## config.mk

```make
export PLATFORM = sky130hd
export DESIGN_NAME = srpt_preemptive_scheduler_unit
export DESIGN_NICKNAME = d
export VERILOG_FILES = /design/src/sv/srpt_pkg.sv /design/src/sv/srpt_slot_mem.sv /design/src/sv/srpt_preemptive_scheduler_unit.sv
export SDC_FILE = /design/constraint.sdc
export NUM_CORES = 2
export LEC_CHECK = 0
export ABC_AREA = 1
export BUFFER_PORTS_ARGS = -buffer_cell sky130_fd_sc_hd__clkbuf_2
export CAP_MARGIN = 20
export CORE_ASPECT_RATIO = 1.2
export CORE_UTILIZATION = 45
export CTS_CLUSTER_SIZE = 10
export DETAILED_ROUTE_END_ITERATION = 6
export PLACE_DENSITY = 0.65
export SLEW_MARGIN = 20
export SYNTH_ARGS = -nofsm -noshare
export SYNTH_HDL_FRONTEND = slang
export SYNTH_SLANG_ARGS = --single-unit
```

## constraint.sdc

```tcl
create_clock -name clk -period 17.2 [get_ports clk]
set_input_delay 3.44 -clock clk [delete_from_list [all_inputs] [get_ports clk]]
set_output_delay 3.44 -clock clk [all_outputs]
set_load 0.01 [all_outputs]
```

## src/sv/srpt_pkg.sv

```systemverilog
// srpt_pkg: shared types and codes for the SRPT scheduler.
// Holds the event and result transaction structs, op/status codes and sequencer states.
// No dependencies.
`timescale 1ns / 1ps

package srpt_pkg;

	localparam logic OP_ARRIVE   = 1'b0;
	localparam logic OP_COMPLETE = 1'b1;

	localparam logic [1:0] STAT_OK     = 2'd0;
	localparam logic [1:0] STAT_FULL   = 2'd1;
	localparam logic [1:0] STAT_NO_JOB = 2'd2;

	typedef struct packed {
		logic        operation;
		logic [15:0] job_id;
		logic [31:0] proc_time;
		logic [31:0] current_time;
	} evt_t;

	typedef struct packed {
		logic        start_valid;
		logic        cancel_previous;
		logic [15:0] started_job_id;
		logic [32:0] completion_time;
		logic [15:0] completed_job_id;
		logic [1:0]  status;
	} res_t;

	typedef enum logic [3:0] {
		ST_IDLE,
		ST_FIND,
		ST_RD_RUN,
		ST_CMP_RUN,
		ST_DECIDE,
		ST_CPL_RET,
		ST_SCAN,
		ST_START,
		ST_DONE
	} sched_state_t;

endpackage

```

## src/sv/srpt_slot_mem.sv

```systemverilog
// srpt_slot_mem: per-slot job id and remaining-time storage.
// One write address, one read address, registered read data. No package dependency.
`timescale 1ns / 1ps

module srpt_slot_mem #(
	parameter int DEPTH = 16,
	parameter int AW    = 4
) (
	input  logic          clk,
	input  logic          we_id,
	input  logic          we_rem,
	input  logic [AW-1:0] waddr,
	input  logic [15:0]   wdata_id,
	input  logic [31:0]   wdata_rem,
	input  logic [AW-1:0] raddr,
	output logic [15:0]   rd_id,
	output logic [31:0]   rd_rem
);

	logic [15:0] id_mem  [DEPTH];
	logic [31:0] rem_mem [DEPTH];

	always_ff @(posedge clk) begin
		if (we_id) begin
			id_mem[waddr] <= wdata_id;
		end
		if (we_rem) begin
			rem_mem[waddr] <= wdata_rem;
		end
	end

	always_ff @(posedge clk) begin
		rd_id  <= id_mem[raddr];
		rd_rem <= rem_mem[raddr];
	end

endmodule

```

## src/sv/srpt_preemptive_scheduler_unit.sv

```systemverilog
// srpt_preemptive_scheduler_unit: preemptive shortest-remaining-time job scheduler.
// Depends on srpt_pkg and srpt_slot_mem.
`timescale 1ns / 1ps

// Usage
//   evt channel (evt_valid/evt_ready/evt): one transaction per event, either a job
//   arrival (id, processing time) or completion of the running job, stamped with
//   current_time. res channel (res_valid/res_ready/res): exactly one result
//   transaction per event, in order.
//   One event is handled at a time. An arrival scans the slot valid bits one per
//   cycle for the lowest free slot; if a job is running, it then weighs preemption
//   against it in ST_RD_RUN, ST_CMP_RUN and ST_DECIDE. A completion reads the
//   retired job, then sweeps all MAX_JOBS slots through the memory read port and a
//   single shared subtract/compare unit; with no running job it skips the sweep and
//   reports status STAT_NO_JOB.
//   evt_ready is high only while the sequencer is idle; a finished result sits in
//   the output register, so the next event is taken while the result waits.
//   If the receiver stalls, the following result holds in the sequencer until the
//   output register frees up; evt_ready stays low meanwhile.
//   Reset (arst_n low) empties the job table, clears the running job and the
//   start time, and drops any pending result. The slot memories need no clearing.
module srpt_preemptive_scheduler_unit #(
	parameter int MAX_JOBS = 16
) (
	input  logic         clk,
	input  logic         arst_n,
	input  logic         evt_valid,
	output logic         evt_ready,
	input  srpt_pkg::evt_t evt,
	output logic         res_valid,
	input  logic         res_ready,
	output srpt_pkg::res_t res
);

	import srpt_pkg::*;

	localparam int SW = $clog2(MAX_JOBS);
	localparam int IW = $clog2(MAX_JOBS + 1);
	localparam logic [IW-1:0] IDX_LAST = IW'(MAX_JOBS - 1);
	localparam logic [IW-1:0] IDX_END  = IW'(MAX_JOBS);

	sched_state_t state_q, state_d;

	evt_t                evt_q;
	res_t                res_q;
	res_t                res_out_q;
	logic                res_valid_q;
	logic [MAX_JOBS-1:0] slot_valid_q;
	logic [SW-1:0]       running_slot_q;
	logic                running_valid_q;
	logic [31:0]         run_start_q;
	logic [IW-1:0]       idx_q;
	logic [SW-1:0]       free_q;
	logic [31:0]         elapsed_q;
	logic [31:0]         left_q;
	logic [SW-1:0]       best_q;
	logic [31:0]         best_rem_q;
	logic [15:0]         best_id_q;
	logic                best_found_q;
	logic [SW-1:0]       cmp_idx_s1;
	logic                cmp_vld_s1;

	// shared subtract/compare unit
	logic [31:0] alu_a, alu_b;
	logic [32:0] alu_diff;
	logic        alu_borrow;

	// completion-time adder
	logic [31:0] add_b;
	logic [32:0] add_sum;

	// slot memory
	logic          mem_we_id, mem_we_rem;
	logic [SW-1:0] mem_waddr, mem_raddr;
	logic [31:0]   mem_wdata_rem;
	logic [15:0]   rd_id;
	logic [31:0]   rd_rem;

	logic [SW-1:0] idx_addr;
	logic          evt_fire;
	logic          slot_free;
	logic          take_best;
	logic          out_load;

	srpt_slot_mem #(
		.DEPTH (MAX_JOBS),
		.AW    (SW)
	) u_slot_mem (
		.clk       (clk),
		.we_id     (mem_we_id),
		.we_rem    (mem_we_rem),
		.waddr     (mem_waddr),
		.wdata_id  (evt_q.job_id),
		.wdata_rem (mem_wdata_rem),
		.raddr     (mem_raddr),
		.rd_id     (rd_id),
		.rd_rem    (rd_rem)
	);

	assign evt_ready = (state_q == ST_IDLE);
	assign evt_fire  = evt_valid && evt_ready;
	assign res_valid = res_valid_q;
	assign res       = res_out_q;

	assign alu_diff   = {1'b0, alu_a} - {1'b0, alu_b};
	assign alu_borrow = alu_diff[32];
	assign add_sum    = {1'b0, evt_q.current_time} + {1'b0, add_b};

	// past the last slot the scan index reads slot zero; that data is never used
	assign idx_addr  = (idx_q < IDX_END) ? idx_q[SW-1:0] : '0;
	assign slot_free = !slot_valid_q[idx_addr];
	assign take_best = cmp_vld_s1 && slot_valid_q[cmp_idx_s1] && (!best_found_q || alu_borrow);
	assign out_load  = !res_valid_q || res_ready;

	always_ff @(posedge clk or negedge arst_n) begin
		if (!arst_n) begin
			state_q <= ST_IDLE;
		end else begin
			state_q <= state_d;
		end
	end

	// next state, unit operands and memory controls
	always_comb begin
		state_d       = state_q;
		alu_a         = rd_rem;
		alu_b         = best_rem_q;
		add_b         = evt_q.proc_time;
		mem_we_id     = 1'b0;
		mem_we_rem    = 1'b0;
		mem_waddr     = idx_addr;
		mem_wdata_rem = evt_q.proc_time;
		mem_raddr     = idx_addr;
		unique case (state_q)
			ST_IDLE: begin
				if (evt_fire) begin
					if (evt.operation == OP_ARRIVE) begin
						state_d = ST_FIND;
					end else if (running_valid_q) begin
						state_d = ST_CPL_RET;
					end else begin
						state_d = ST_DONE;
					end
				end
			end
			ST_FIND: begin
				if (slot_free) begin
					mem_we_id  = 1'b1;
					mem_we_rem = 1'b1;
					state_d    = running_valid_q ? ST_RD_RUN : ST_DONE;
				end else if (idx_q == IDX_LAST) begin
					state_d = ST_DONE;
				end
			end
			ST_RD_RUN: begin
				mem_raddr = running_slot_q;
				alu_a     = evt_q.current_time;
				alu_b     = run_start_q;
				state_d   = ST_CMP_RUN;
			end
			ST_CMP_RUN: begin
				alu_a   = rd_rem;
				alu_b   = elapsed_q;
				state_d = ST_DECIDE;
			end
			ST_DECIDE: begin
				alu_a         = evt_q.proc_time;
				alu_b         = left_q;
				mem_waddr     = running_slot_q;
				mem_wdata_rem = left_q;
				mem_we_rem    = alu_borrow;
				state_d       = ST_DONE;
			end
			ST_CPL_RET: begin
				mem_raddr = running_slot_q;
				state_d   = ST_SCAN;
			end
			ST_SCAN: begin
				if (idx_q == IDX_END) begin
					state_d = ST_START;
				end
			end
			ST_START: begin
				add_b   = best_rem_q;
				state_d = ST_DONE;
			end
			ST_DONE: begin
				if (out_load) begin
					state_d = ST_IDLE;
				end
			end
			default: begin
				state_d = ST_IDLE;
			end
		endcase
	end

	// control state: table occupancy, running job, result handshake
	always_ff @(posedge clk or negedge arst_n) begin
		if (!arst_n) begin
			slot_valid_q    <= '0;
			running_slot_q  <= '0;
			running_valid_q <= 1'b0;
			run_start_q     <= '0;
			res_valid_q     <= 1'b0;
		end else begin
			// load a finished result, or drop the one the receiver took
			if (state_q == ST_DONE && out_load) begin
				res_valid_q <= 1'b1;
			end else if (res_ready) begin
				res_valid_q <= 1'b0;
			end
			unique case (state_q)
				ST_FIND: begin
					if (slot_free) begin
						slot_valid_q[idx_addr] <= 1'b1;
						// nothing runs: start the new job right away
						if (!running_valid_q) begin
							running_slot_q  <= idx_addr;
							running_valid_q <= 1'b1;
							run_start_q     <= evt_q.current_time;
						end
					end
				end
				ST_DECIDE: begin
					// preempt: the new job is strictly shorter than what is left
					if (alu_borrow) begin
						running_slot_q <= free_q;
						run_start_q    <= evt_q.current_time;
					end
				end
				ST_CPL_RET: begin
					slot_valid_q[running_slot_q] <= 1'b0;
					running_valid_q              <= 1'b0;
				end
				ST_START: begin
					if (best_found_q) begin
						running_slot_q  <= best_q;
						running_valid_q <= 1'b1;
						run_start_q     <= evt_q.current_time;
					end
				end
				default: begin
				end
			endcase
		end
	end

	// datapath: event capture, scan bookkeeping, result build-up
	always_ff @(posedge clk) begin
		unique case (state_q)
			ST_IDLE: begin
				if (evt_fire) begin
					evt_q        <= evt;
					idx_q        <= '0;
					cmp_vld_s1   <= 1'b0;
					best_found_q <= 1'b0;
					if (evt.operation == OP_COMPLETE && !running_valid_q) begin
						res_q <= '{status: STAT_NO_JOB, default: '0};
					end else begin
						res_q <= '0;
					end
				end
			end
			ST_FIND: begin
				if (slot_free) begin
					free_q <= idx_addr;
					if (!running_valid_q) begin
						res_q.start_valid     <= 1'b1;
						res_q.started_job_id  <= evt_q.job_id;
						res_q.completion_time <= add_sum;
					end
				end else if (idx_q == IDX_LAST) begin
					res_q.status <= STAT_FULL;
				end else begin
					idx_q <= idx_q + 1'b1;
				end
			end
			ST_RD_RUN: begin
				elapsed_q <= alu_diff[31:0];
			end
			ST_CMP_RUN: begin
				// saturate the reduced remaining time at zero
				left_q <= alu_borrow ? 32'd0 : alu_diff[31:0];
			end
			ST_DECIDE: begin
				if (alu_borrow) begin
					res_q.cancel_previous <= 1'b1;
					res_q.start_valid     <= 1'b1;
					res_q.started_job_id  <= evt_q.job_id;
					res_q.completion_time <= add_sum;
				end
			end
			ST_SCAN: begin
				if (idx_q == '0) begin
					res_q.completed_job_id <= rd_id;
				end
				if (take_best) begin
					best_q       <= cmp_idx_s1;
					best_rem_q   <= rd_rem;
					best_id_q    <= rd_id;
					best_found_q <= 1'b1;
				end
				cmp_idx_s1 <= idx_addr;
				cmp_vld_s1 <= (idx_q < IDX_END);
				if (idx_q < IDX_END) begin
					idx_q <= idx_q + 1'b1;
				end
			end
			ST_START: begin
				if (best_found_q) begin
					res_q.start_valid     <= 1'b1;
					res_q.started_job_id  <= best_id_q;
					res_q.completion_time <= add_sum;
				end
			end
			ST_DONE: begin
				if (out_load) begin
					res_out_q <= res_q;
				end
			end
			default: begin
			end
		endcase
	end

`ifndef SYNTHESIS
	a_running_slot_occupied: assert property (@(posedge clk) disable iff (!arst_n)
		running_valid_q |-> slot_valid_q[running_slot_q])
		else $error("running job points at an empty slot");

	a_busy_after_accept: assert property (@(posedge clk) disable iff (!arst_n)
		evt_fire |=> !evt_ready)
		else $error("event taken while previous event still in work");

	a_done_delivers: assert property (@(posedge clk) disable iff (!arst_n)
		(state_q == ST_DONE) && !res_valid_q |=> res_valid_q)
		else $error("finished result not moved to output register");

	a_cancel_implies_start: assert property (@(posedge clk) disable iff (!arst_n)
		res_valid_q && (res_out_q.cancel_previous || res_out_q.status == STAT_FULL)
		|-> (res_out_q.start_valid == res_out_q.cancel_previous))
		else $error("preemption without start, or start on dropped job");
`endif

endmodule
```

==> reports/metrics.yaml <==
die_h_um: 378
dr.pass1.iters: 7
cp_common_cell: "nand2_1"
cp-end-kind: "flop"
synth_edf_count: 1117
grt_setup_unrepaired: "false"
hp-class: "flop to flop"
cts.sinks: 1223
violations: "DRC"
drt_iter0_markers: 3577
final_max_slew_viol_count: 0
rows: 137
grt_max_degree: 199
track_usage: 0.236
areaGrowthSynthToFinish_pct: 13.0
setup_viol: 0
hold_violations: 0
yosysTopAreaCellShare: 0.634
maxSlewHeadroom: 0.281
synth_cell_type_count: 47
fin_nets: 5097
syn-cell-area_um2: 52900
skew_ns: 0.0422
path_clk_slew_ns: 0.06
status: "finished, violations left"
port_buffers: 155
synth_area_leaders: "edfxtp_1, nand2_1, o211ai_1, inv_1, nand3_1"
p_leak_nw: 23.1
cp_max_fo: 65
clock.fmax_mhz: 173
design_area_um2: 59800
ys_seq_area_frac: 0.680
yosys_warnings: 0
dpl-instance-area_um2: 55500
grt_pass1_vias: 35100
vias: 35600
gp_congestion: 0.995
postSynth.asyncResetShare: 0.0474
die-area_um2: 119000
ys_ff_latch: 1223
arrival_ns: 6.15
critical-path-max-stage-delay_ns: 0.57
cts_root_buffer: "clkbuf_16"
antenna_cells: 0
min_path_cells: 0
synth_nets: 4918
dpl.hpwl_um: 85200
cts_tree: "done"
critPathKind: "flop to flop"
crit_family: "buffers and inverters"
rr_worst_depth: 22
io_pins: 156
setup_tns_ns: 0
wl_um: 140000
post_cts_buffers: 0
htreeDepth: 4
post_cts_resized: 0
grt_antenna_before_repair: 3
die_x_um: 315
syn_area_per_cell_um2: 11.1
drc: 21
core_um2: 116000
wl_per_cell_um: 21.3
synth_cells: 4764
via_per_inst: 5.43
fin_crit_ns: 5.77
ant_nets: 0
start_util: 0.455
synth_top_cell_by_area: "edfxtp_1"
path_depth: 22
vdd_drop_max_uv: 132
crit_required_ns: 17.58
path_buf_inv: 6
grt-ovfl-total: 0
clkLatencyLatePin_ns: 0.78
cts_buffers: 143
max_cap_violations: 0
drive_gt1_frac: 0.0997
start_kind: "flop"
cts.path.max_buffers: 3
grt_first_pass_wirelength_um: 211000
p_per_area_nw_per_um2: 201
cp_slowest_cell: "buf_4"
synth-main-ff-cell: "edfxtp_1"
cp_cell_sequence: "nor2_1 > nand2_2 > buf_4 > inv_2 > buf_4 > nand2_1 > a41oi_1 > ha_1 > inv_1 > fa_1 > nand2_1 > nand2_1 > nand3_1 > nand2_1 > nand2_1 > nand2_1 > nand2_1 > nand2_2 > o21ai_0 > inv_2 > nor2_4 > buf_4"
holdBufCountCts: 0
max_slew.worst_pin.slew_ns: 1.08
timing.final.crit_share: 0.336
==> sequential cells by signal (all words and copies together), names as in the netlist, 32 cells and up <==
register and cells:
best_rem_q 32, elapsed_q 32, evt_q 80, left_q 32
res 69, res_q 69, run_start_q 32, u_slot_mem.id_mem 256
u_slot_mem.rd_rem 32, u_slot_mem.rem_mem 512
==> Yosys cell counts, types with 14 or more instances <==
cell      count
inv_2        14
nand2_1    1328
nand3_1     358
a22o_1       16
o21bai_1     17
o211ai_1    323
o21ai_0     173
a21oi_1      90
nor2_1      244
nor3_1       14
dfrtp_1      58
clkbuf_1     47
dfxtp_1      48
ha_1         67
nand4_1      68
edfxtp_1   1117
inv_1       504
buf_2       130
buf_4        30
==> per-layer routing <==
metal | track usage | vias up | part of all wire
met5 | 0 | - | 0.000093
met1 | 0.303 | 17100 | 0.40
met2 | 0.396 | 1388 | 0.49
met4 | 0.104 | 2 | 0.039
met3 | 0.0361 | 276 | 0.067
li1 | - | 16900 | -
==> area by class of cell <==
type	count	area [um2]
tap	1529	1910
timing repair buffer	254	1550
clock buffer	214	3880
multi-input combinational	2801	14100
fill	10100	56600
sequential	1223	36000
clock inverter	24	393
inverter	520	1960
==> placed cells by master, fill, tap and decap left out, types with 5 or more instances in the layout <==
| cell | netlist | routed |
|---|---|---|
| xor2_1 | 13 | 13 |
| clkbuf_1 | 47 | 69 |
| nor2_2 | 4 | 20 |
| nand3_1 | 358 | 358 |
| edfxtp_1 | 1117 | 1117 |
| nor3_1 | 14 | 13 |
| buf_4 | 30 | 96 |
| ha_1 | 67 | 67 |
| clkbuf_16 | 0 | 144 |
| nand2_1 | 1328 | 1327 |
| a21o_1 | 8 | 8 |
| dfxtp_1 | 48 | 48 |
| nor2_4 | 5 | 24 |
| a221oi_1 | 7 | 7 |
| nand4_1 | 68 | 68 |
| o21ai_0 | 173 | 171 |
| nand2_2 | 8 | 7 |
| o221ai_1 | 5 | 5 |
| inv_1 | 504 | 502 |
| clkinv_16 | 0 | 8 |
| clkbuf_2 | 0 | 154 |
| o211ai_1 | 323 | 323 |
| a22o_1 | 16 | 16 |
| xnor2_1 | 8 | 8 |
| inv_2 | 14 | 15 |
| nand3b_1 | 10 | 10 |
| clkinv_1 | 2 | 6 |
| clkinv_2 | 0 | 5 |
| a21oi_1 | 90 | 90 |
| o21bai_1 | 17 | 17 |
| dfrtp_1 | 58 | 58 |
| nor2_1 | 244 | 209 |
==> path summary, 6_finish.rpt <==
| kind | end | start | slack (ns) |
|---|---|---|---|
| hold / removal | res[14]$_DFFE_PP_ | res_q[14]$_SDFFCE_PN0P_ | 0.40 |
| hold reg to reg | res[14]$_DFFE_PP_ | res_q[14]$_SDFFCE_PN0P_ | 0.40 |
| setup reg to reg | u_slot_mem.rem_mem[0][19]$_DFFE_PP_ | state_q[1]$_DFFE_PN0P_ | 11.43 |
| min in group asynchronous | run_start_q[24]$_DFFE_PN0P_ | arst_n | 2.58 |
| setup / recovery | u_slot_mem.rem_mem[0][19]$_DFFE_PP_ | state_q[1]$_DFFE_PN0P_ | 11.43 |
| max in group asynchronous | res_valid$_DFFE_PN0P_ | arst_n | 13.51 |
==> logic make-up (layout without fill, tap and decap cells) <==
family	Yosys count	in the layout	synth area share
flip-flops	1223	1223	0.680
AO/OA/AOI/OAI	657	657	0.0812
XOR/XNOR	21	21	0.00348
adder cells (fa/ha/maj)	69	69	0.0166
buffers and inverters	740	1012	0.0583
AND/OR/NAND/NOR	2054	2054	0.161
==> through the flow <==
stage               utilization  power [mW]  cells  setup WS, ns  hold slack [ns]
floorplan                     -        7.70   4764          8.76            0.400
global placement          0.477        9.17   6326         11.56            0.401
detailed placement        0.477        9.24   6326         11.48            0.405
CTS                       0.513        12.0   6564         11.48            0.396
global route              0.514        12.7   6565         11.09            0.420
finish                    0.514        12.0   6565         11.43            0.399
==> power breakdown <==
group | switching [mW] | internal [mW] | total, mW
clock network | 1.19 | 1.57 | 2.77
logic | 3.55 | 1.37 | 4.93
registers | 0.237 | 4.07 | 4.31
No activity file was read; power rests on OpenSTA's default activity.
